<file path="src/psc_pkg.sv">
`timescale 1ns / 1ps
// ----------------------------------------------------------------------------
// psc_pkg
// shared constants and command type for the palindromic substring counter
// ----------------------------------------------------------------------------
package psc_pkg;

    localparam int MAX_LEN    = 64;
    localparam int LEN_W      = $clog2(MAX_LEN + 1);
    localparam int CHAR_W     = 8;
    localparam int COUNT_W    = 12;
    localparam logic [COUNT_W-1:0] COUNT_MAX = '1;

    // flag summation walks the flag word a chunk per cycle
    localparam int CHUNK      = 8;
    localparam int SUM_CHUNKS = (MAX_LEN + CHUNK - 1) / CHUNK;
    localparam int SUM_W      = SUM_CHUNKS * CHUNK;
    localparam int CHUNK_W    = (SUM_CHUNKS > 1) ? $clog2(SUM_CHUNKS) : 1;
    localparam int POP_W      = $clog2(CHUNK + 1);

    localparam int S_DATA_W   = 8;
    localparam int M_DATA_W   = 16;

    typedef struct packed {
        logic take;      // beat accepted: update cells, load summation word
        logic sum;       // add one chunk of set flags to the count
        logic out_load;  // capture count and overflow into output register
        logic clear;     // end of string: drop flags, length, count
    } t_cmd;

endpackage

</file>
<file path="src/psc_ctrl.sv">
`timescale 1ns / 1ps
// ----------------------------------------------------------------------------
// psc_ctrl
// sequencer: accept a beat, walk the summation chunks, hand over the result
// ----------------------------------------------------------------------------
module psc_ctrl (
    input  logic          i_clk,
    input  logic          i_rst_n,
    input  logic          i_s_tvalid,
    input  logic          i_s_tlast,
    output logic          o_s_tready,
    input  logic          i_m_tready,
    output logic          o_m_tvalid,
    output psc_pkg::t_cmd o_cmd
);
    import psc_pkg::*;

    typedef enum logic [1:0] {
        ST_IDLE,
        ST_SUM,
        ST_EMIT
    } t_state;

    t_state              r_state, n_state;
    logic [CHUNK_W-1:0]  r_chunk, n_chunk;
    logic                r_last, n_last;
    logic                r_out_valid, n_out_valid;
    logic                out_free;

    assign out_free   = !r_out_valid || i_m_tready;
    assign o_s_tready = (r_state == ST_IDLE);
    assign o_m_tvalid = r_out_valid;

    always_comb begin
        n_state     = r_state;
        n_chunk     = r_chunk;
        n_last      = r_last;
        n_out_valid = r_out_valid;
        o_cmd       = '0;
        if (r_out_valid && i_m_tready) begin
            n_out_valid = 1'b0;
        end
        case (r_state)
            ST_IDLE: begin
                if (i_s_tvalid) begin
                    o_cmd.take = 1'b1;
                    n_last     = i_s_tlast;
                    n_chunk    = CHUNK_W'(SUM_CHUNKS - 1);
                    n_state    = ST_SUM;
                end
            end
            ST_SUM: begin
                o_cmd.sum = 1'b1;
                if (r_chunk == '0) begin
                    n_state = r_last ? ST_EMIT : ST_IDLE;
                end else begin
                    n_chunk = r_chunk - 1'b1;
                end
            end
            ST_EMIT: begin
                if (out_free) begin
                    o_cmd.out_load = 1'b1;
                    o_cmd.clear    = 1'b1;
                    n_out_valid    = 1'b1;
                    n_state        = ST_IDLE;
                end
            end
            default: begin
                n_state = ST_IDLE;
            end
        endcase
    end

    always_ff @(posedge i_clk) begin
        if (!i_rst_n) begin
            r_state     <= ST_IDLE;
            r_chunk     <= '0;
            r_last      <= 1'b0;
            r_out_valid <= 1'b0;
        end else begin
            r_state     <= n_state;
            r_chunk     <= n_chunk;
            r_last      <= n_last;
            r_out_valid <= n_out_valid;
        end
    end

endmodule

</file>
<file path="src/psc_dp.sv">
`timescale 1ns / 1ps
// ----------------------------------------------------------------------------
// psc_dp
// row of character/flag cells, chunked flag summation and output register
// ----------------------------------------------------------------------------
module psc_dp (
    input  logic                         i_clk,
    input  logic                         i_rst_n,
    input  psc_pkg::t_cmd                i_cmd,
    input  logic [psc_pkg::CHAR_W-1:0]   i_char,
    output logic [psc_pkg::COUNT_W-1:0]  o_pal_count,
    output logic                         o_too_long
);
    import psc_pkg::*;

    logic [CHAR_W-1:0]  r_char [MAX_LEN];
    logic [MAX_LEN-1:0] r_flag, n_flag;
    logic [LEN_W-1:0]   r_len;
    logic               r_ovf;
    logic [COUNT_W-1:0] r_count;
    logic [SUM_W-1:0]   r_sum_sr;
    logic [COUNT_W-1:0] r_out_count;
    logic               r_out_ovf;
    logic               full;
    logic [POP_W-1:0]   pop;
    logic [COUNT_W:0]   count_sum;

    assign full = (r_len == LEN_W'(MAX_LEN));

    // cell i: text from i to the newest byte is a palindrome
    for (genvar i = 0; i < MAX_LEN; i++) begin : g_cell
        logic inner;
        if (i < MAX_LEN - 1) begin : g_nb
            assign inner = (r_len == LEN_W'(i + 1)) || r_flag[i + 1];
        end else begin : g_edge
            assign inner = 1'b0;
        end

        always_comb begin
            if (r_len == LEN_W'(i)) begin
                n_flag[i] = 1'b1;
            end else if (r_len > LEN_W'(i)) begin
                n_flag[i] = (r_char[i] == i_char) && inner;
            end else begin
                n_flag[i] = 1'b0;
            end
        end

        always_ff @(posedge i_clk) begin
            if (i_cmd.take && (r_len == LEN_W'(i))) begin
                r_char[i] <= i_char;
            end
        end
    end

    always_comb begin
        pop = '0;
        for (int k = 0; k < CHUNK; k++) begin
            pop = pop + POP_W'(r_sum_sr[k]);
        end
        count_sum = {1'b0, r_count} + (COUNT_W + 1)'(pop);
    end

    always_ff @(posedge i_clk) begin
        if (!i_rst_n) begin
            r_flag  <= '0;
            r_len   <= '0;
            r_ovf   <= 1'b0;
            r_count <= '0;
        end else if (i_cmd.clear) begin
            r_flag  <= '0;
            r_len   <= '0;
            r_ovf   <= 1'b0;
            r_count <= '0;
        end else begin
            if (i_cmd.take) begin
                if (full) begin
                    r_ovf <= 1'b1;
                end else begin
                    r_flag <= n_flag;
                    r_len  <= r_len + 1'b1;
                end
            end
            if (i_cmd.sum) begin
                r_count <= count_sum[COUNT_W] ? COUNT_MAX : count_sum[COUNT_W-1:0];
            end
        end
    end

    always_ff @(posedge i_clk) begin
        if (i_cmd.take) begin
            r_sum_sr <= full ? '0 : SUM_W'(n_flag);
        end else if (i_cmd.sum) begin
            r_sum_sr <= r_sum_sr >> CHUNK;
        end
        if (i_cmd.out_load) begin
            r_out_count <= r_count;
            r_out_ovf   <= r_ovf;
        end
    end

    assign o_pal_count = r_out_count;
    assign o_too_long  = r_out_ovf;

endmodule

</file>
<file path="src/palindromic_substring_counter_core.sv">
`timescale 1ns / 1ps
// ----------------------------------------------------------------------------
// palindromic_substring_counter_core
// counts palindromic substrings of a byte stream, one result per string
// ----------------------------------------------------------------------------
//  channel  | dir | tdata                               | tlast
//  ---------+-----+-------------------------------------+-----------------
//  s (char) | in  | [7:0] char_in                       | last_char
//  m (res)  | out | [11:0] pal_count, [12] too_long     | -
//
//  a beat updates every cell together, then the new flags are summed a
//  chunk of 8 per cycle; the next beat is taken only after the sum
//  the final beat of a string then loads the output register, which
//  also clears the cells for the next string
//  reset is synchronous, active low; no clearing pass is needed
//  a result waiting on a stalled master side holds the next final beat back
// ----------------------------------------------------------------------------
module palindromic_substring_counter_core (
    input  logic                          i_clk,
    input  logic                          i_rst_n,
    // slave side: one character per beat
    input  logic                          i_s_tvalid,
    output logic                          o_s_tready,
    input  logic [psc_pkg::S_DATA_W-1:0]  i_s_tdata,   // [7:0] char_in
    input  logic                          i_s_tlast,   // last_char
    // master side: one count per string
    output logic                          o_m_tvalid,
    input  logic                          i_m_tready,
    output logic [psc_pkg::M_DATA_W-1:0]  o_m_tdata    // [11:0] pal_count, [12] too_long
);
    import psc_pkg::*;

    t_cmd               cmd;
    logic [COUNT_W-1:0] pal_count;
    logic               too_long;

    // sequencer owns both handshakes
    psc_ctrl u_ctrl (
        .i_clk      (i_clk),
        .i_rst_n    (i_rst_n),
        .i_s_tvalid (i_s_tvalid),
        .i_s_tlast  (i_s_tlast),
        .o_s_tready (o_s_tready),
        .i_m_tready (i_m_tready),
        .o_m_tvalid (o_m_tvalid),
        .o_cmd      (cmd)
    );

    // cells, count and output register
    psc_dp u_dp (
        .i_clk       (i_clk),
        .i_rst_n     (i_rst_n),
        .i_cmd       (cmd),
        .i_char      (i_s_tdata[CHAR_W-1:0]),
        .o_pal_count (pal_count),
        .o_too_long  (too_long)
    );

    // pack result fields from the lowest bit, zero padded to whole bytes
    assign o_m_tdata = {{(M_DATA_W - COUNT_W - 1){1'b0}}, too_long, pal_count};

endmodule
</file>
<file path="config.mk">
export PLATFORM = sky130hd
export DESIGN_NAME = palindromic_substring_counter_core
export DESIGN_NICKNAME = d
export VERILOG_FILES = /design/src/psc_pkg.sv /design/src/psc_ctrl.sv /design/src/psc_dp.sv /design/src/palindromic_substring_counter_core.sv
export SDC_FILE = /design/constraint.sdc
export NUM_CORES = 1
export LEC_CHECK = 0
export BUFFER_PORTS_ARGS = -buffer_cell sky130_fd_sc_hd__clkbuf_2
export CORE_MARGIN = 1.5
export CORE_UTILIZATION = 57
export DETAILED_ROUTE_END_ITERATION = 7
export PLACE_DENSITY = 0.75
export SETUP_SLACK_MARGIN = 0.05
export SLEW_MARGIN = 10
export SYNTH_ARGS = -nofsm -noshare
export SYNTH_HDL_FRONTEND = slang
export SYNTH_SLANG_ARGS = --single-unit
</file>
<file path="constraint.sdc">
create_clock -name i_clk -period 3.98 [get_ports i_clk]
set_input_delay 0.199 -clock i_clk [delete_from_list [all_inputs] [get_ports i_clk]]
set_output_delay 0.199 -clock i_clk [all_outputs]
set_load 0.005 [all_outputs]
</file>
==> out/summary.txt <==
Worst reg2reg startpoint: u_dp.r_sum_sr[0]$_DFFE_PP_
Mapped Area: 30010 sq um
Drt drc: 0
Worst r2r path cells: 14
Adder-Cell Fraction of Synth Area: 0.8338%
Pwr per Cell Area: 473.2 nW/um^2
# rows: 83
Leading cell type in the layout, fill and taps excluded: edfxtp_1
Post-synthesis async set-or-reset flop share: 0%
Largest family of logic cells by synthesized area: XOR/XNOR gates
Total CTS buffers: 70
Commonest non-fill, non-tap cells in the layout: edfxtp_1 (581), xnor2_1 (310), xor2_1 (200)
CP Cell Sequence: ha_1 > inv_1 > fa_1 > fa_1 > fa_2 > fa_2 > inv_2 > ha_4 > a21o_1 > a21oi_2 > o21ai_2 > buf_4 > a41oi_2 > a311oi_1
CTS clk-pin slew, worst paths: 0.06 ns
Lkg Pwr: 0.01109 uW
Avg WL per Cell: 24.90 microns
RSZ-0062 raised after global routing: yes
Avg Cell Area, Syn: 13.22 sq um
Initial antenna violation count: 3
Largest stage delay, worst path: 0.58 ns
PortBufs: 27
DRT Wirelength: 77000 microns
Worst-Margin Slew: 1.060 ns
Max Root-Sink Buffers: 3
Design Area, Final: 33780 sq um
Post-synthesis instance total: 2271
Drt first pass iters: 7
Post-Place Cell Area: 31270 sq um
H-tree depth: 3
Worst Path Required: 4.49 ns
Sequential element share of the synthesized area: 64.13%
Share of cells above drive strength 1: 13.43%
Num ports: 31
Final Util: 65.33%
Fillers: 3713
Via count: 19100
Ant diodes: 0
Max-cap violations: 0
Fin Hold WS: 0.06575 ns
Worst Setup EP: u_dp.r_count[7]$_SDFFE_PP0P_
Worst-path fanout max: 5
Post-Synth Simple-Gate Area: 9.726%
Startpoint types: flip-flop
Overall routing resource usage: 28.90%
Mux cell area share after synthesis: 0%
Worst hold path type: primary input to flip-flop
First-pass GRT wire length: 116500 microns
Final Skew: 0.02561 ns
Die width: 232.5 microns
Slew Viols, Final: 0
CTS Sinks: 671
Clk_lat worst skew: 0.62 ns
RePlAce Congestion: 0.9635
Yosys warning count: 0
Initial cell density of the core: 58.03%
Data arrival, critical path: 4.43 ns
Compound-Gate Fraction of Synth Area: 7.262%
Synth Area in XOR/XNOR: 14.94%
Area grow syn2layout: 12.57%
Outcome: finished, final reports clean
Setup violators final: 0
Top FF cell, synth: edfxtp_1
Reg2reg setup slack: 0.06 ns
Vias in the first global route: 18900
Setup crit start: u_dp.r_sum_sr[0]$_DFFE_PP_
Critical path class: flip-flop to flip-flop
Nets@finish: 2391
Instance count on the critical path: 14
Worst slew margin: 28.76%
Pin count of the biggest net entering global routing: 58
Number of synthesized flops with an enable pin: 581
CTS tree: built
Post-route setup TNS: 0 ns
VDD IR max: 0.4074 mV
Final clock period utilization by the worst path: 98.57%
Crit end category: flip-flop
Crit path max-delay family: adder cells
Root cell of the clock tree: clkbuf_16
Flops & latches, synth: 671
Final Hold Viols: 0
Worst R2R End: u_dp.r_count[7]$_SDFFE_PP0P_
Post-layout minimum cycle time: 3.923 ns
Initial drt markers: 2091
CP bufs+invs: 3
FMAX: 254.9 MHz
Die ar.: 54040 sq um
Vias per std cell: 6.174
Core area: 51720 sq um
Die Ht: 232.5 microns
Remaining global-route overflow: 0
Yosys cell types: 86
Slowest-stage cell, CP: fa_2
Detailed placement HPWL: 49020 microns
DRT antenna net count: 0
## final cells by class
cell class | instances | area (sq um) | share of cell area (%)
flip-flops and latches | 671 | 19250 | 56.98
multi-input cells | 1427 | 9998 | 29.59
clock buffers | 88 | 1893 | 5.603
repair buffers | 163 | 1297 | 3.840
well taps | 680 | 850.8 | 2.518
clock inverters | 36 | 390.4 | 1.155
inverters | 28 | 105.1 | 0.3111
## flip-flops by register name (all words and copies together), names as in the netlist, 2 cells and up
name              count
u_dp.o_pal_count     12
u_dp.r_char         504
u_dp.r_count         12
u_dp.r_sum_sr        64
u_ctrl.r_chunk        3
u_ctrl.r_state        2
u_dp.r_flag          63
u_dp.r_len            7
## how the worst min path moves through the flow
| stage | from | to | cells after the start |
|---|---|---|---|
| global placement | u_dp.r_ovf$_SDFFE_PP0P_ | u_dp.o_too_long$_DFFE_PP_ | 0 |
| detailed placement | i_s_tlast | u_ctrl.r_last$_SDFFE_PN0P_ | 3 |
| floorplan | i_s_tdata[0] | u_dp.r_char[0][0]$_DFFE_PP_ | 0 |
| finish | i_s_tdata[7] | u_dp.r_char[0][159]$_DFFE_PP_ | 1 |
| global route | i_s_tdata[1] | u_dp.r_char[1][81]$_DFFE_PP_ | 1 |
| CTS | i_s_tdata[3] | u_dp.r_char[1][147]$_DFFE_PP_ | 1 |
## worst register-to-register path, delay by kind of cell, from the launching register on
family	cells	cell delay [ns]
AO/OA/AOI/OAI	5	0.75
adder cells (fa/ha/maj)	6	2.44
buffers and inverters	3	0.26
flip-flops	1	0.37
## layer usage
metal	part of all wire [%]	routed length, microns	vias to the layer above	GRT usage, %
met5	0.029	22	-	0
met4	4.1	3140	4	11.39
met3	9.3	7169	221	7.341
met2	46	35570	991	45.24
met1	40	31100	9432	38.82
li1	-	-	8448	-
## Yosys cell counts, types with 11 or more instances
cell | count | area, sq um
edfxtp_1 | 581 | 17450
xnor2_1 | 312 | 2733
xor2_1 | 200 | 1752
nor2_1 | 136 | 510.5
nand2_1 | 112 | 420.4
a21oi_1 | 98 | 490.5
dfxtp_1 | 90 | 1802
o21ai_0 | 81 | 405.4
nand4_1 | 72 | 450.4
buf_2 | 66 | 330.3
nor4_1 | 64 | 400.4
clkbuf_1 | 44 | 165.2
nor3_1 | 41 | 205.2
a31oi_1 | 36 | 225.2
a211oi_1 | 32 | 240.2
inv_1 | 28 | 105.1
buf_4 | 24 | 180.2
nand3_1 | 24 | 120.1
and2_1 | 13 | 81.33
buf_6 | 13 | 146.4
o21ai_1 | 13 | 65.06
and3_1 | 12 | 75.07
ha_1 | 12 | 150.1
o21a_1 | 11 | 82.58
## metrics by stage
stage	power, uW	instances	worst slack [ns]
final	15990	3093	0.05682
after global routing	16430	3093	-0.09023
after CTS	15980	3093	0.03441
after detailed placement	9339	2956	-0.1799
after global placement	9282	2956	-0.1076
after floorplan	8877	2273	0.1087
## cell families (layout without fill, tap and decap cells)
group / Yosys count / after routing
DFF: 671 / 671
and+or+nand+nor: 551 / 551
xor gates and xnor gates: 512 / 512
AOI/OAI and AO/OA: 344 / 344
buffers and inverters: 175 / 315
adders and majority gates: 17 / 17
other: 1 / 3
## repair_timing
item | CTS | global route
pin swaps | 5 | 11
resized for setup | 17 | 13
hold buffers | 5 | 0
endpoints found under the setup margin | 12 | 12
setup buffers | 8 | 1
hold endpoints to repair | 6 | 0
## power by group
part	switching, uW	internal [uW]	leakage (uW)
sequential	81.9	7830	0.00605
clock	2710	3890	0.00112
combinational	923	553	0.00392
No activity file was read; power rests on OpenSTA's default activity.
